--- src/scp_pkg.sv ---
`timescale 1ns / 1ps

package scp_pkg;

    // Constants of the range reduction: 1/(2*pi) in Q.32, the rest in Q.30
    localparam logic signed [62:0] INV_TWO_PI_Q32 = 63'sd683565275;
    localparam logic [33:0]        TWO_PI_Q30     = 34'd6746518852;
    localparam logic signed [33:0] PI_Q30         = 34'sd3373259426;
    localparam logic signed [33:0] HALF_PI_Q30    = 34'sd1686629713;

    // Horner seeds (highest-order coefficients)
    localparam logic signed [31:0] SIN_SEED = -32'sd26;
    localparam logic signed [31:0] COS_SEED = -32'sd280;

    // Constants added after each Horner multiply, lowest step first
    localparam int NUM_STEPS = 5;
    localparam logic signed [31:0] SIN_ADD [NUM_STEPS] = '{
        32'sd2956, -32'sd213040, 32'sd8947846, -32'sd178956974, 32'sd1073741824
    };
    localparam logic signed [31:0] COS_ADD [NUM_STEPS] = '{
        32'sd26586, -32'sd1491253, 32'sd44739212, -32'sd536870912, 32'sd1073741824
    };

    // One item inside the polynomial part of the pipe
    typedef struct packed {
        logic signed [31:0] p;      // sine accumulator, Q.30
        logic signed [31:0] c;      // cosine accumulator, Q.30
        logic signed [31:0] y;      // folded angle, Q.30
        logic signed [32:0] y2;     // y squared, Q.30
        logic               flip;   // cosine sign flip from the fold
    } lane_t;

    // Load enables of the two registers of one Horner step
    typedef struct packed {
        logic mul;
        logic add;
    } step_ld_t;

    // Q.30 product back to Q.30: round to nearest, ties away from zero
    function automatic logic signed [35:0] rnd_q30(input logic signed [65:0] v);
        logic signed [65:0] t;
        t = v + 66'sd536870912 - 66'(v[65]);
        return t[65:30];
    endfunction

endpackage

--- src/scp_reduce.sv ---
`timescale 1ns / 1ps

// Range reduction: five register stages from angle to folded y in [-pi/2, pi/2]
module scp_reduce #(
    parameter int ANGLE_FRAC_BITS = 24
) (
    input  logic               clk,
    input  logic [4:0]         ld,
    input  logic signed [31:0] angle,
    output logic signed [31:0] y,
    output logic               flip
);

    localparam int QS = ANGLE_FRAC_BITS + 32;
    localparam int SH = 30 - ANGLE_FRAC_BITS;
    localparam logic [62:0] Q_HALF = 63'(1) << (QS - 1);
    localparam logic signed [62:0] INV_TWO_PI_Q32_C = scp_pkg::INV_TWO_PI_Q32;

    logic signed [62:0] m_reg, m_next;
    logic signed [31:0] a1_reg, a2_reg;
    logic signed [15:0] q_reg, q_next;
    logic signed [62:0] q_sum;
    logic [33:0]        qp_reg, qp_next;
    logic signed [31:0] a3_reg;
    logic signed [33:0] y3_reg, y3_next;
    logic [33:0]        a_sh;
    logic signed [31:0] y4_reg, y4_next;
    logic               flip_reg, flip_next;

    // stage 0: angle times 1/(2*pi)
    assign m_next = angle * INV_TWO_PI_Q32_C;

    // stage 1: round quotient half away from zero
    always_comb
    begin
        q_sum  = m_reg + Q_HALF - 63'(m_reg[62]);
        q_next = 16'(q_sum >>> QS);
    end

    // stage 2: quotient times 2*pi, low bits only (remainder is small)
    assign qp_next = 34'(q_reg) * scp_pkg::TWO_PI_Q30;

    // stage 3: remainder in Q.30
    always_comb
    begin
        a_sh    = 34'(a3_reg) << SH;
        y3_next = a_sh - qp_reg;
    end

    // stage 4: fold toward +/-pi
    always_comb
    begin
        flip_next = 1'b0;
        y4_next   = 32'(y3_reg);
        if (y3_reg > scp_pkg::HALF_PI_Q30)
        begin
            y4_next   = 32'(scp_pkg::PI_Q30 - y3_reg);
            flip_next = 1'b1;
        end
        else if (y3_reg < -scp_pkg::HALF_PI_Q30)
        begin
            y4_next   = 32'(-scp_pkg::PI_Q30 - y3_reg);
            flip_next = 1'b1;
        end
    end

    always_ff @(posedge clk)
    begin
        if (ld[0])
        begin
            m_reg  <= m_next;
            a1_reg <= angle;
        end
        if (ld[1])
        begin
            q_reg  <= q_next;
            a2_reg <= a1_reg;
        end
        if (ld[2])
        begin
            qp_reg <= qp_next;
            a3_reg <= a2_reg;
        end
        if (ld[3])
        begin
            y3_reg <= y3_next;
        end
        if (ld[4])
        begin
            y4_reg   <= y4_next;
            flip_reg <= flip_next;
        end
    end

    assign y    = y4_reg;
    assign flip = flip_reg;

endmodule

--- config.mk ---
export PLATFORM = sky130hd
export DESIGN_NAME = scp_reduce
export DESIGN_NICKNAME = d
export VERILOG_FILES = /design/src/scp_pkg.sv /design/src/scp_reduce.sv
export SDC_FILE = /design/constraint.sdc
export NUM_CORES = 2
export LEC_CHECK = 0
export BUFFER_PORTS_ARGS = -buffer_cell sky130_fd_sc_hd__clkbuf_2
export CORE_ASPECT_RATIO = 1.2
export CORE_UTILIZATION = 66
export DETAILED_ROUTE_END_ITERATION = 7
export GPL_ROUTABILITY_DRIVEN = 0
export PLACE_DENSITY = 0.83
export SLEW_MARGIN = 10
export SYNTH_ARGS = -nofsm -noshare
export SYNTH_HDL_FRONTEND = slang
export SYNTH_SLANG_ARGS = --single-unit
--- constraint.sdc ---
create_clock -name clk -period 10.26 [get_ports clk]
set_input_delay 0.513 -clock clk [delete_from_list [all_inputs] [get_ports clk]]
set_output_delay 0.513 -clock clk [all_outputs]
set_load 0.02 [all_outputs]
==> reports/qor.yml <==
arrival_ns: 7.73
hold_slack_ns: 0.3017
grt_max_degree: 76
chipWidth_um: 214.6
hp-class: "in2reg"
ys_seq_elements: 248
syn_area_per_cell_um2: 10.35
synth_top_family_by_area: "adder cells"
dp_slack_ns: 2.401
antenna_cells: 0
cts_made_buffers: 25
fp.dieArea_um2: 55160
worst_setup_path_end_kind: "register"
critPathRequiredTime_ns: 10.60
die_h_um: 257.1
fp-row-count: 93
dp_hpwl_mm: 71.00
final_cell_mix: "inv_1, ha_1, fa_1"
clk_pin_slew_worst_paths_ns: 0.07
syn-cell-area_um2: 35790
syn_inst: 3458
finalSetupViolCount: 0
routed_wl_mm: 83.27
hold_viol: 0
cp_slowest_stage_delay_ns: 0.65
reg2reg_slack_ns: 2.92
synth-main-ff-cell: "edfxtp_1"
relSlewSlack_pct: 38.25
synthSimpleGateAreaFrac_pct: 5.412
slew_violations: 0
worst_slack_ns: 2.868
finalNetCount: 4626
worst_slew_pin_slew_ns: 0.9263
grt_pass1_wl_mm: 133.0
portBuffers: 69
postCtsSetupBuffers: 0
crit_family: "adder cells"
area_growth_pct: 5.301
ys_seq_area_share_pct: 20.81
antenna_found_initial: 2
period_minus_slack_ns: 7.392
clock-sinks: 248
start_kind: "primary input"
final.setup.tns_ns: 0
worst_path_most_repeated_cell: "fa_1"
cts-root-buf: "clkbuf_16"
postCtsHoldBufs: 0
synth_fa_ha_area_share_pct: 48.19
drtAntennaViolNets: 0
via_per_inst: 5.813
synth-edff-count: 248
synth-async-reset-ratio_pct: 0
largest_reg_flops: 63
muxShareOfSynthArea_pct: 0.3426
fmaxAchievable_mhz: 135.3
post-route-util_pct: 70.25
core_um2: 53640
num_vias: 24650
cp_num_buf_inv: 4
period_share_pct: 72.04
drt_first_iter_violations: 2067
ios: 71
finalClockSkew_ns: 0.02877
yosys_warnings: 0
final_common_cell: "inv_1"
overflow: 0
grt_util_all_layers_pct: 30.93
cts_tree: "yes"
htreeDepth: 1
first_pass_iters: 6
crit_slowest_cell: "a2111oi_1"
insertion_delay_ns: 0.55
drive_gt1_share_pct: 3.825
path_class: "in2reg"
synth-compound-area-share_pct: 9.549
rsz0062_at_grt: "no"
cts_resized: 0
status: "complete, no violations"
synth_xor_area_share_pct: 5.580
start_util_pct: 66.71
post_drt_wl_per_cell_um: 19.63
synth_cell_types: 85
path_cells: "clkbuf_2 -> ha_1 -> xor2_1 -> a22oi_1 -> fa_1 -> fa_1 -> inv_1 -> fa_1 -> fa_1 -> fa_1 -> inv_1 -> fa_1 -> inv_1 -> ha_1 -> nand4_2 -> nor4_1 -> o21ai_1 -> a21boi_1 -> o211ai_2 -> a2111oi_1 -> o2111a_1 -> o211ai_2 -> mux2i_1 -> a2111oi_2"
timing.max_cap.violations: 0
clockBufferDepth: 3
first_global_vias: 26120
drc: 0
worstPathMaxFanout: 12
-- cells in the mapped netlist (all sizes together) (4+ instances only) --
| master | number | area, µm² |
|---|---|---|
| or4 | 5 | 37.54 |
| nor2b | 22 | 137.6 |
| a22oi | 7 | 52.55 |
| o31a | 5 | 43.79 |
| nor4 | 8 | 50.05 |
| or3 | 7 | 43.79 |
| mux2i | 10 | 100.1 |
| edfxtp | 248 | 7447 |
| and2 | 7 | 43.79 |
| inv | 907 | 3405 |
| o22ai | 9 | 62.56 |
| nand4 | 19 | 125.1 |
| clkbuf | 45 | 168.9 |
| o211ai | 9 | 77.57 |
| nor3 | 23 | 115.1 |
| a21o | 80 | 600.6 |
| o221ai | 5 | 43.79 |
| o21ai | 111 | 555.5 |
| or2 | 5 | 31.28 |
| ha | 576 | 7207 |
| fa | 500 | 10010 |
| o21a | 15 | 112.6 |
| xor2 | 67 | 586.8 |
| buf | 7 | 37.53 |
| o21bai | 24 | 183.9 |
| a31oi | 19 | 125.1 |
| a2111oi | 7 | 70.06 |
| nor2 | 87 | 326.6 |
| a31o | 5 | 43.79 |
| xnor2 | 161 | 1410 |
| nand2 | 116 | 435.4 |
| a211o | 5 | 43.79 |
| a221oi | 6 | 52.55 |
| a21oi | 175 | 879.6 |
| nand3 | 37 | 185.2 |
| nand2b | 29 | 181.4 |
| and4 | 4 | 35.03 |
| a211oi | 16 | 125.1 |
| and3 | 19 | 118.9 |
-- per-stage QoR --
stage,instances,area [µm²]
2_1_floorplan,3459,35790
3_3_place_gp,4197,36890
3_5_place_dp,4197,36890
4_1_cts,4241,37680
5_1_grt,4241,37680
6_report,4241,37680
-- worst reg2reg max path, cell delays in order, from the launching register on --
cell and delay, ns:
edfxtp_1 0.72, buf_4 0.60, ha_1 0.39, xnor2_1 0.49, inv_1 0.15, fa_1 0.52, inv_1 0.04, ha_1 0.29
ha_1 0.31, ha_1 0.28, inv_1 0.05, fa_1 0.52, inv_1 0.05, fa_1 0.47, ha_1 0.30, ha_1 0.33
nand3_1 0.10, or3_1 0.32, o221ai_1 0.37, a21oi_1 0.13, o21ai_1 0.19, o21ai_0 0.09, nand2b_1 0.09, a21oi_1 0.08
xnor2_1 0.17
-- cells by family (layout without fill, tap and decap cells) --
family,count (synthesis),count (layout)
AOI/OAI and AO/OA,534,534
xor gates and xnor gates,228,228
adders and majority gates,1079,1079
buffers and inverters,960,1030
DFF,248,248
muxes,12,12
other,1,2
and+or+nand+nor,396,396
-- layout make-up --
cell class	instances	area, µm²
well taps	712	890.9
multi-input cells	2251	24730
repair buffers	78	417.9
flip-flops and latches	248	7447
inverters	908	3408
fillers	3762	15960
clock inverters	17	157.7
clock buffers	27	633.1
-- metal layers --
layer	track usage [%]	wire length (µm)	part of all wire, %	vias to the layer above
met5	0	31	0.037	-
met4	16.65	5189	6.2	4
met3	3.901	5521	6.6	328
met2	55.52	42260	51	1035
met1	36.02	30270	36	11990
li1	-	-	-	11300
-- path summary, 6_finish.rpt --
check	from	endpoint	cells after the start
worst max-delay path	angle[1]	m_reg[62]	24
worst min-delay path	angle[18]	a1_reg[18]	1
worst max register to register	q_reg[6]	qp_reg[33]	24
worst min register to register	a2_reg[23]	a3_reg[23]	0
Power is not shown: default switching activity piles up to over one toggle a cycle in this logic, so the estimate is an artifact.
